<file path="config.mk">
export PLATFORM = sky130hd
export DESIGN_NAME = bnc_score_acc
export DESIGN_NICKNAME = d
export VERILOG_FILES = /design/src/design/bnc_pkg.sv /design/src/design/bnc_score_acc.sv
export SDC_FILE = /design/constraint.sdc
export NUM_CORES = 1
export LEC_CHECK = 0
export ABC_AREA = 1
export BUFFER_PORTS_ARGS = -buffer_cell sky130_fd_sc_hd__buf_2
export CAP_MARGIN = 20
export CORE_AREA = 2 2 105 107
export CTS_BUF_LIST = sky130_fd_sc_hd__clkbuf_16
export DETAILED_ROUTE_END_ITERATION = 8
export DIE_AREA = 0 0 107 109
export GPL_TIMING_DRIVEN = 0
export PLACE_DENSITY = 0.62
export SLEW_MARGIN = 25
export SYNTH_ARGS = -nofsm -noshare
export SYNTH_HDL_FRONTEND = slang
export SYNTH_SLANG_ARGS = --single-unit
</file>
<file path="constraint.sdc">
create_clock -name clk -period 1.95 [get_ports clk]
set_input_delay 0.39 -clock clk [delete_from_list [all_inputs] [get_ports clk]]
set_output_delay 0.39 -clock clk [all_outputs]
set_load 0.005 [all_outputs]
</file>
<file path="src/design/bnc_pkg.sv">
// Shared types, character codes and decode functions for the bracket nesting checker.
// Used by bnc_stack, bnc_score_acc and bracket_nesting_checker. No dependencies.
`default_nettype none

package bnc_pkg;

    localparam int CHAR_W          = 8;
    localparam int ERR_W           = 15;
    localparam int SCORE_W         = 38;
    localparam int DEF_STACK_DEPTH = 16;

    typedef logic [1:0] kind_t;

    typedef enum logic [1:0] {
        ST_COMPLETE   = 2'd0,
        ST_INCOMPLETE = 2'd1,
        ST_CORRUPTED  = 2'd2,
        ST_OVERFLOW   = 2'd3
    } status_t;

    // write port of the bracket stack
    typedef struct packed {
        logic  en;
        kind_t kind;
    } stk_wr_t;

    localparam logic [CHAR_W-1:0] CH_LPAREN = 8'h28;
    localparam logic [CHAR_W-1:0] CH_RPAREN = 8'h29;
    localparam logic [CHAR_W-1:0] CH_LSQ    = 8'h5B;
    localparam logic [CHAR_W-1:0] CH_RSQ    = 8'h5D;
    localparam logic [CHAR_W-1:0] CH_LBRACE = 8'h7B;
    localparam logic [CHAR_W-1:0] CH_RBRACE = 8'h7D;
    localparam logic [CHAR_W-1:0] CH_LANGLE = 8'h3C;
    localparam logic [CHAR_W-1:0] CH_RANGLE = 8'h3E;

    localparam kind_t KIND_PAREN = 2'd0;
    localparam kind_t KIND_SQ    = 2'd1;
    localparam kind_t KIND_BRACE = 2'd2;
    localparam kind_t KIND_ANGLE = 2'd3;

    localparam logic [ERR_W-1:0] SCORE_PAREN = 15'd3;
    localparam logic [ERR_W-1:0] SCORE_SQ    = 15'd57;
    localparam logic [ERR_W-1:0] SCORE_BRACE = 15'd1197;
    localparam logic [ERR_W-1:0] SCORE_ANGLE = 15'd25137;

    function automatic logic is_opener(input logic [CHAR_W-1:0] ch);
        return (ch == CH_LPAREN) || (ch == CH_LSQ) || (ch == CH_LBRACE) || (ch == CH_LANGLE);
    endfunction

    function automatic logic is_closer(input logic [CHAR_W-1:0] ch);
        return (ch == CH_RPAREN) || (ch == CH_RSQ) || (ch == CH_RBRACE) || (ch == CH_RANGLE);
    endfunction

    function automatic kind_t opener_kind(input logic [CHAR_W-1:0] ch);
        kind_t k;
        case (ch)
            CH_LPAREN: k = KIND_PAREN;
            CH_LSQ:    k = KIND_SQ;
            CH_LBRACE: k = KIND_BRACE;
            CH_LANGLE: k = KIND_ANGLE;
            default:   k = KIND_PAREN;
        endcase
        return k;
    endfunction

    function automatic kind_t closer_kind(input logic [CHAR_W-1:0] ch);
        kind_t k;
        case (ch)
            CH_RPAREN: k = KIND_PAREN;
            CH_RSQ:    k = KIND_SQ;
            CH_RBRACE: k = KIND_BRACE;
            CH_RANGLE: k = KIND_ANGLE;
            default:   k = KIND_PAREN;
        endcase
        return k;
    endfunction

    function automatic logic [ERR_W-1:0] illegal_score(input logic [CHAR_W-1:0] ch);
        logic [ERR_W-1:0] s;
        case (ch)
            CH_RPAREN: s = SCORE_PAREN;
            CH_RSQ:    s = SCORE_SQ;
            CH_RBRACE: s = SCORE_BRACE;
            CH_RANGLE: s = SCORE_ANGLE;
            default:   s = '0;
        endcase
        return s;
    endfunction

endpackage

`default_nettype wire

</file>
<file path="src/design/bnc_score_acc.sv">
// Completion score accumulator: acc <= acc*5 + kind + 1, one stack entry per step.
// Depends on bnc_pkg.
`default_nettype none

module bnc_score_acc
    import bnc_pkg::*;
(
    input  wire logic               clk,
    input  wire logic               rst_n,
    input  wire logic               clr,
    input  wire logic               step,
    input  wire kind_t              kind,
    output logic [SCORE_W-1:0]      acc
);

    logic [SCORE_W-1:0] acc_reg;
    logic [SCORE_W-1:0] acc_next;
    logic [SCORE_W-1:0] times5;

    // x5 as shift and add; wraps modulo 2^38
    assign times5 = (acc_reg << 2) + acc_reg;

    always_comb
    begin
        acc_next = acc_reg;
        if (clr)
        begin
            acc_next = '0;
        end
        else if (step)
        begin
            acc_next = times5 + SCORE_W'(kind) + SCORE_W'(1);
        end
    end

    always_ff @(posedge clk or negedge rst_n)
    begin
        if (!rst_n)
        begin
            acc_reg <= '0;
        end
        else
        begin
            acc_reg <= acc_next;
        end
    end

    assign acc = acc_reg;

endmodule

`default_nettype wire

</file>
==> summary.md, run 1 <==
| Metric | Value |
|---|---|
| Area Overhead vs Synth | `38.4%` |
| Post-layout util | `roughly 54%` |
| Power per Cell Area | `371 nW/um^2` |
| Setup TNS | `-0.500 ns` |
| M2 GR Usage | `between 30% and 40%` |
| Top FF cell, synth | `dfrtp_1` |
| Fmax | `between 0.4 and 0.5 GHz` |
| Violated checks | `negative setup slack` |
| Tcrit/Tclk final | `106%` |
| Residual DRC | `0` |
| Fin crit period | `between 2 and 2.5 ns` |
| Die ar. | `around 12000 sq um` |
| Layout cell share with drive strength beyond 1 | `approximately 30%` |
| Yosys cell types | `29` |
| FP Rows | `38` |
| Ports | `44` |
| Initial drt markers | `about 270` |
| Startpoint types | `flop` |
| Worst Hold Class | `in2async` |
| Largest net degree at the start of global routing | `39` |
| Clock share of power | `between 30% and 40%` |
| Num CTS Buffers | `5` |
| Post-synth EDFFs | `0` |
| Area contributors post-synth | `nand2_1, dfrtp_1, ha_1` |
| Number of global-route vias before repair | `4282` |
| Clock Path Buffers | `2` |
| Cts hold-fix bufs | `0` |
| Antenna-violating nets left | `0` |
| PortBufs | `43` |
| Synth top area share | `a little over a quarter` |
| DR vias | `~4600` |
| Final Skew | `0.00676 ns` |
| Worst-margin pin slew | `0.878 ns` |
| Critical path required time | `~2.1 ns` |
| Most frequent cells in the layout | `nand2_1, inv_1, nor2_1, buf_2, nand3_1` |
| ANT cells | `0` |
| CTS tree | `yes` |
| Area leader, netlist | `nand2_1` |
| Worst EP arrival | `around 2.3 ns` |
| Post-layout worst setup margin | `-0.117 ns` |
| Reg2Reg Depth | `11` |
| Worst flop-to-flop path endpoint | `acc[20]` |
| P_leak | `3.02 nW` |
| Final HPWL DP | `between 9 and 10 mm` |
| First-pass GRT wire length | `roughly 21 mm` |
| Logic pwr share | `between 20% and 30%` |
| Status | `finished, violations left` |
| P_sw | `a little over 0.6 mW` |
| Cells after Synth | `a little over 700` |
| Number of nets in the layout | `about 830` |
| Crit path max fanout | `4` |
| Fillers | `slightly above 1000` |
| Post-synth ARST share | `between 90% and 100%` |
| Synth Cell Area | `a little over 4000 sq um` |
| Max-cap violation count | `0` |
| CTS H-Tree Depth | `2` |
| Internal power | `1.49 mW` |
| Worst skew pair latency | `between 0.2 and 0.3 ns` |
| Hold Vio Cnt, Final | `0` |
| WS Path Type | `reg2reg` |
| Horizontal die dimension | `about 110 um` |
| Routed wire length | `about 13 mm` |
| Most Crowded Layer GR | `met2` |
| DR vias/cell | `approximately 4.9` |
| DP Worst Slack | `-0.546 ns` |
| #FFs+latches synth | `38` |
| Synth warn | `0` |
| Initial antenna violation count | `0` |
| Worst hold margin | `0.218 ns` |
| Total grt overflow | `0` |
| Pins Over Slew Limit | `0` |
| Routability congestion estimate | `approximately 0.99` |
| Slew HR | `41.5%` |
| Routing usage on met1 | `between 30% and 40%` |
| Clock-pin slew on the worst setup and hold paths | `0.06 ns` |
| Root buffer cell | `clkbuf_16` |
| Max reg flops | `38` |
| Drt wl/cell | `roughly 14 um` |
| CTS sink cnt | `38` |
| Crit. End Element | `flop` |
| RSZ-0062 raised after global routing | `yes` |
| R2r setup slk | `-0.12 ns` |
| DR pass1 iterations | `5` |
| Reg2reg start | `acc[0]` |
| GRT met3 Usage | `under 10%` |
| Starting Density | `~39%` |
| Part of the power in registers | `41.0%` |
| Chip height | `approximately 110 um` |
| Setup violations, final | `12` |
| Sw Share | `between 20 and 30%` |
| Core area | `around 11000 sq um` |
| VDD IR max | `about 280 uV` |
| Post-synthesis net count | `approximately 760` |
| Gr usage total | `between 20 and 25%` |
| Commonest non-fill, non-tap cell in the layout | `nand2_1` |
| Syn avg cell area | `5.76 sq um` |
| Sequential element share of the synthesized area | `between 20% and 30%` |
-- worst max-delay path, cell delays in order, from the launching register on --
cell     delay (ns)
dfrtp_2        0.43
inv_2          0.07
ha_4           0.12
inv_2          0.04
fa_2           0.38
nand3_2        0.12
nand3_4        0.11
nand4_1        0.14
nand3_4        0.15
or2_4          0.28
nand3_2        0.06
nand2_1        0.05
-- stage by stage --
step	power, mW	instances	instance area (sq um)
after floorplan	1.03	714	4110
after global placement	1.14	897	4500
after detailed placement	1.14	897	4500
after CTS	2.02	909	5050
after global routing	2.20	925	5690
final	2.11	925	5690
-- how the worst max path moves through the flow --
stage               startpoint      end  slack, ns  cells after the start
floorplan               acc[0]  acc[20]       0.01                     11
global placement       kind[0]  acc[32]      -0.52                     13
detailed placement     kind[0]  acc[32]      -0.55                     13
CTS                     acc[0]  acc[20]      -0.12                     11
global route            acc[0]  acc[20]      -0.20                     11
finish                  acc[0]  acc[20]      -0.12                     11
-- synthesized netlist by cell type, types with 2 or more instances --
cell / count
or2_2: 2
nand3_1: 54
a21oi_1: 36
o21bai_1: 4
clkbuf_1: 2
xnor2_1: 4
ha_1: 37
inv_1: 115
nor3_1: 5
o21ai_0: 25
nand3b_1: 4
nor2_1: 75
buf_2: 2
nand2_1: 291
o21a_1: 2
nand4_1: 2
xor2_1: 2
o31ai_1: 4
dfrtp_1: 38
-- power by group through the flow --
stage / Clock, mW / Combinational [mW] / Sequential (mW)
2_1_floorplan: 0 / 0.180 / 0.852
3_3_place_gp: 0 / 0.280 / 0.856
3_5_place_dp: 0 / 0.285 / 0.856
4_1_cts: 0.806 / 0.353 / 0.861
5_1_grt: 0.837 / 0.496 / 0.870
6_report: 0.787 / 0.458 / 0.865
-- final cells by class --
class	instances	area, sq um	share of cell area [%]
inverter	115	432	7.59
buffer	6	28.8	0.506
tap	140	175	3.08
clock inverter	2	7.51	0.132
timing repair buffer	64	393	6.91
sequential	38	977	17.2
multi-input combinational	555	3550	62.4
clock buffer	5	125	2.20
-- metal layers --
layer | vias up | wire length [um]
li1 | 2367 | -
met4 | 0 | 292
met1 | 2087 | 6450
met2 | 98 | 5990
met5 | - | 0
met3 | 17 | 498
-- logic make-up (layout without fill, tap and decap cells) --
group / count (synthesis) / after routing / share of synthesized area (%)
xor+xnor: 6 / 6 / 1.28
flops: 38 / 38 / 23.1
buf+inv: 121 / 192 / 11.2
fa+ha+maj: 38 / 38 / 11.8
compound gates: 74 / 74 / 9.86
simple gates: 437 / 437 / 42.8
-- repair_timing --
item	4_1_cts	5_1_grt
setup endpoints to repair	26	28
buffers inserted	5	16
pin swaps	11	34
gates cloned	0	0
resized for setup	62	135
(Power assumes the default switching activity.)
==> inputs of run 2 (changes only) <==
CORE_AREA = 2 2 90 92   (was 2 2 105 107)
DIE_AREA = 0 0 92 94   (was 0 0 107 109)
HOLD_SLACK_MARGIN = 0.02   (was default)
PLACE_DENSITY = 0.8   (was 0.62)
==> run 2 against run 1 <==
  * The flow still finishes with violations (negative setup slack)
  * Critical endpoint is now acc[36]
  * Largest power group unchanged
  * Fmax rose by 0.81%
  * Sequential power barely moved
  * Register-to-register slack improved by 0.02 ns
  * Setup slack improved by 0.017 ns
==> summary.md, run 2 (same netlist as run 1, synthesis figures left out) <==
| Metric | Value |
|---|---|
| Start point of the critical path | `acc[0]` |
| Setup violations, final | `11` |
| Number of nets in the layout | `around 800` |
| Top Layer Used | `met4` |
| Die ar. | `slightly below 9000 sq um` |
| Violated checks | `negative setup slack` |
| Dpl cell area | `between 4000 and 5000 sq um` |
| Family with the most delay on the worst path | `simple AND/OR/NAND/NOR gates` |
| Worst-margin pin slew | `between 0.7 and 0.8 ns` |
| CTS H-Tree Depth | `2` |
| Residual DRC | `0` |
| DR vias | `4732` |
| Drt wl/cell | `approximately 15 um` |
| Fin crit period | `about 2.1 ns` |
| Max incr delay on CP | `0.44 ns` |
| Max reg flops | `38` |
| CTS sink cnt | `38` |
| Power per Cell Area | `about 390 nW/um^2` |
| Status | `finished, violations left` |
| Root buffer cell | `clkbuf_16` |
| PortBufs | `43` |
| Met2 WL | `6.03 mm` |
| Layout cell share with drive strength beyond 1 | `a little over a quarter` |
| VDD IR max | `around 370 uV` |
| DR pass1 iterations | `5` |
| Worst EP arrival | `2.22 ns` |
| WS Path Type | `reg2reg` |
| Stages on worst setup path | `13` |
| Worst flop-to-flop path endpoint | `acc[36]` |
| R2r setup slk | `-0.10 ns` |
| Total grt overflow | `0` |
| Chip height | `94 um` |
| Initial drt markers | `roughly 260` |
| Num CTS Buffers | `5` |
| Critical path required time | `~2.1 ns` |
| Met1 Wirelength | `approximately 6.3 mm` |
| Max-cap violation count | `0` |
| FP Rows | `32` |
| Largest net degree at the start of global routing | `39` |
| Commonest non-fill, non-tap cell in the layout | `nand2_1` |
| CTS tree | `yes` |
| Initial antenna violation count | `0` |
| Reg2reg start | `acc[0]` |
| Final HPWL DP | `9.59 mm` |
| Met3 wire len | `~700 um` |
| Horizontal die dimension | `about 92 um` |
| Worst hold margin | `between 0.09 and 0.1 ns` |
| Tcrit/Tclk final | `105%` |
| Post-layout worst setup margin | `-0.100 ns` |
| Ports | `44` |
| Clock-pin slew on the worst setup and hold paths | `0.06 ns` |
| ANT cells | `0` |
| RSZ-0062 raised after global routing | `yes` |
| Crit. End Element | `flop` |
| Startpoint types | `flop` |
| Hold Vio Cnt, Final | `0` |
| Pins Over Slew Limit | `0` |
| Final Skew | `between 0.005 and 0.006 ns` |
| Routed wire length | `between 10 and 15 mm` |
| First-pass GRT wire length | `between 20 and 25 mm` |
| Reg2Reg Depth | `13` |
| Final instance area | `about 5400 sq um` |
| Routability congestion estimate | `between 0.9 and 1` |
| Clock Path Buffers | `2` |
| Area Overhead vs Synth | `31.4%` |
| CP most frequent cell | `nand3_2` |
| Slew HR | `51.2%` |
| Slowest CP cell | `dfrtp_2` |
| DR vias/cell | `approximately 5.4` |
| Crit path max fanout | `4` |
| Core area | `~7600 sq um` |
| Worst Hold Class | `in2async` |
| Antenna-violating nets left | `0` |
| Crit path cell chain | `inv_2 -> ha_4 -> inv_2 -> fa_2 -> nand3_2 -> nand3_4 -> nand4_1 -> nand3_2 -> buf_6 -> nand2_4 -> nand3_2 -> nand3_1 -> nand2_1` |
| Most frequent cells in the layout | `nand2_1, inv_1, nor2_1, buf_2, nand3_1` |
| CP Buf/Inv Count | `3` |
| Worst skew pair latency | `roughly 0.28 ns` |
| P_leak | `3.01 nW` |
| Fmax | `just under 0.5 GHz` |
| Number of global-route vias before repair | `around 4300` |
| Starting Density | `54.0%` |
| Gr usage total | `30.2%` |
## run 2: cell types whose count changed in the layout (fill, tap and decap cells not counted), moves of 3 or more
| cell | before | now |
|---|---|---|
| nand2_2 | 35 | 25 |
| ha_4 | 30 | 22 |
| nand2_1 | 251 | 258 |
| nand3_4 | 7 | 2 |
| buf_4 | 19 | 15 |
| ha_1 | 7 | 11 |
| ha_2 | 0 | 4 |
| a21oi_1 | 18 | 21 |
| a21oi_2 | 16 | 13 |
| nand2_4 | 5 | 8 |
| nand3_1 | 38 | 41 |
## run 2: worst reg2reg max path: stages, from the launching register on
cell and delay (ns):
dfrtp_2 0.44, inv_2 0.08, ha_4 0.12, inv_2 0.04, fa_2 0.38, nand3_2 0.12, nand3_4 0.11, nand4_1 0.12
nand3_2 0.12, buf_6 0.16, nand2_4 0.07, nand3_2 0.05, nand3_1 0.08, nand2_1 0.05
## run 2: repair_timing
action | in CTS | in global routing
pin swaps | 11 | 25
hold buffers | 0 | 0
endpoints found under the setup margin | 23 | 29
setup buffers | 6 | 9
gates resized for setup | 56 | 113
## run 2: worst max path at each step
stage,end,slack [ns]
2_1_floorplan,acc[20],0.01
3_3_place_gp,acc[32],-0.51
3_5_place_dp,acc[32],-0.56
4_1_cts,acc[32],-0.13
5_1_grt,acc[36],-0.18
6_report,acc[36],-0.10
## run 2: where the power goes
group | leakage (nW) | internal (mW) | switching [mW]
sequential | 0.495 | 0.816 | 0.0495
combinational | 2.44 | 0.186 | 0.235
clock | 0.0723 | 0.459 | 0.339
total | 3.01 | 1.46 | 0.623
## run 2: metal layers
layer,vias up,track usage (%)
li1,2372,-
met5,-,0
met3,27,2.97
met1,2193,43.0
met4,0,8.83
met2,140,48.5
## run 2: layout make-up
class / count / area (sq um)
multi-input cells: 555 / 3370
fillers: 663 / 2200
flip-flops and latches: 38 / 976
inverters: 115 / 434
repair buffers: 58 / 338
well taps: 102 / 128
clock buffers: 5 / 125
plain buffers: 6 / 28.8
clock inverters: 2 / 7.51
## run 2: stage by stage
step	TNS, ns	setup slack (ns)	std cells	util [%]	total power [mW]
after floorplan	0	0.0109	714	-	1.03
after global routing	-2.14	-0.183	881	71.0	2.15
after CTS	-1.08	-0.130	872	65.2	1.99
after detailed placement	-4.76	-0.557	859	58.6	1.14
after global placement	-3.94	-0.507	859	58.6	1.13
final	-0.718	-0.100	881	71.0	2.08
==> inputs of run 3 (changes only) <==
SKIP_CTS_REPAIR_TIMING = 1   (was default)
==> run 3 against run 2 <==
  * The flow still finishes with violations (negative setup slack)
  * Wire length grew 5.0%
  * Die area is the same
  * Register-to-register slack lost 0.15 ns
  * Count of clock-buffer cells in the layout is the same
  * Final cell count grew 0.68%
  * Flip-flop and latch count is the same
  * Fmax shrank 6.8%
  * Clock power shrank 0.5%
  * Total power grew 1.3%
  * Sequential share of layout area shrank 0.40 points
  * Sequential power is essentially flat
==> summary.md, run 3 (same netlist as run 1, synthesis figures left out) <==
| Metric | Value |
|---|---|
| Status | `finished, violations left` |
| Violated checks | `negative setup slack` |
| Routability congestion estimate | `between 0.9 and 1` |
| Dpl cell area | `~4500 sq um` |
| Initial antenna violation count | `0` |
| P_sw | `between 0.6 and 0.7 mW` |
| CTS tree | `yes` |
| Clock share of power | `between 30% and 40%` |
| RSZ-0062 raised after global routing | `yes` |
| Tot Pwr | `between 2 and 2.5 mW` |
| VDD IR max | `372 uV` |
| Pins Over Slew Limit | `0` |
| Internal power | `between 1 and 1.5 mW` |
| Num CTS Buffers | `5` |
| Crit. End Element | `flop` |
| Worst EP arrival | `roughly 2.4 ns` |
| Worst-margin pin slew | `0.704 ns` |
| Worst skew pair latency | `0.28 ns` |
| PortBufs | `between 40 and 50` |
| Most frequent cells in the layout | `nand2_1, inv_1, nor2_1, buf_2, nand3_1` |
| Tcrit/Tclk final | `113%` |
| Final instance area | `5520 sq um` |
| P_leak | `roughly 3 nW` |
| Core area | `about 7600 sq um` |
| FP Rows | `32` |
| Total grt overflow | `0` |
| Gr usage total | `~28%` |
| Ports | `44` |
| Fin crit period | `about 2.2 ns` |
| Drt wl/cell | `about 16 um` |
| ANT cells | `0` |
| Max reg flops | `38` |
| Number of nets in the layout | `approximately 830` |
| Max-cap violation count | `0` |
| Residual DRC | `0` |
| First-pass GRT wire length | `between 15 and 20 mm` |
| DR vias | `roughly 4800` |
| Layout cell share with drive strength beyond 1 | `between 20% and 30%` |
| Crit path max fanout | `5` |
| Logic pwr share | `21.5%` |
| Clock Path Buffers | `2` |
| DR vias/cell | `about 5.5` |
| Worst Hold Class | `in2async` |
| Die ar. | `between 8000 and 9000 sq um` |
| Post-layout worst setup margin | `-0.249 ns` |
| Antenna-violating nets left | `0` |
| WS Path Type | `reg2reg` |
| CTS H-Tree Depth | `2` |
| Final HPWL DP | `9.59 mm` |
| R2r setup slk | `-0.25 ns` |
| CTS sink cnt | `38` |
| DP Worst Slack | `-0.557 ns` |
| Commonest non-fill, non-tap cell in the layout | `nand2_1` |
| Power per Cell Area | `around 380 nW/um^2` |
| Part of the power in registers | `between 40% and 50%` |
| Chip height | `94 um` |
| Final Skew | `around 0.0065 ns` |
| Routed wire length | `roughly 14 mm` |
| Area Overhead vs Synth | `34.2%` |
| Largest net degree at the start of global routing | `39` |
| Root buffer cell | `clkbuf_16` |
| Clock-pin slew on the worst setup and hold paths | `roughly 0.06 ns` |
| Setup violations, final | `11` |
| DR pass1 iterations | `5` |
| Sw Share | `29.8%` |
| Initial drt markers | `about 350` |
| Number of global-route vias before repair | `between 4000 and 5000` |
| Hold Vio Cnt, Final | `0` |
| Critical path required time | `2.11 ns` |
| Fmax | `0.455 GHz` |
| Startpoint types | `flop` |
| Starting Density | `54.0%` |
| Slew HR | `between 50% and 60%` |
| Horizontal die dimension | `between 90 and 100 um` |
[run 3: cell count changes in the layout (fill, tap and decap cells not counted), moves of 4 or more]
cell	change
buf_4	+8
ha_1	-6
ha_2	-4
ha_4	+10
inv_1	+4
inv_2	-4
nand2_1	+5
nand2_2	-4
nor2_1	+5
nor2_2	-4
[run 3: power by group through the flow]
stage / sequential [mW] / clock [mW] / combinational [mW]
final: 0.863 / 0.794 / 0.454
after global routing: 0.866 / 0.827 / 0.492
after CTS: 0.841 / 0.801 / 0.285
after detailed placement: 0.856 / 0 / 0.283
after global placement: 0.854 / 0 / 0.278
after floorplan: 0.852 / 0 / 0.180
[run 3: per-layer routing]
layer | track usage (%) | vias up | part of all wire, %
met5 | 0 | - | 0
met4 | 6.84 | 0 | 2.4
met3 | 2.25 | 30 | 6.5
met2 | 44.6 | 176 | 46
met1 | 42.5 | 2261 | 45
li1 | - | 2372 | -
[run 3: final cells by class]
cell class / instances / area [sq um]
clock inverters: 2 / 7.51
multi-input cells: 555 / 3440
plain buffers: 6 / 28.8
inverters: 115 / 434
repair buffers: 64 / 375
well taps: 102 / 128
flip-flops and latches: 38 / 975
clock buffers: 5 / 125
fillers: 634 / 2090
[run 3: final timing paths]
path | startpoint | to | depth (start not counted)
worst max-delay path | acc[15] | acc[20] | 10
worst min-delay path | rst_n | acc[14] | 1
worst max register to register | acc[15] | acc[20] | 10
worst min register to register | acc[36] | acc[36] | 2
max in group asynchronous | rst_n | acc[1] | 1
min in group clk | clr | acc[6] | 2
[run 3: worst max-delay path, stage by stage, from the launching register on]
cell	delay, ns
dfrtp_2	0.46
ha_4	0.28
nand2_1	0.14
inv_1	0.07
nand2_1	0.20
inv_1	0.07
a21oi_1	0.28
nand3_4	0.17
or2_4	0.28
nand3_2	0.07
nand2_1	0.07
[run 3: metrics by stage]
stage | utilization, % | TNS [ns] | hold slack (ns) | std cells
3_3_place_gp | 58.6 | -3.94 | 0.484 | 859
3_5_place_dp | 58.6 | -4.76 | 0.509 | 859
6_report | 72.5 | -1.11 | 0.0910 | 887
5_1_grt | 72.5 | -3.45 | 0.137 | 887
4_1_cts | 60.3 | -4.26 | 0.284 | 866
2_1_floorplan | - | 0 | 0.0944 | 714
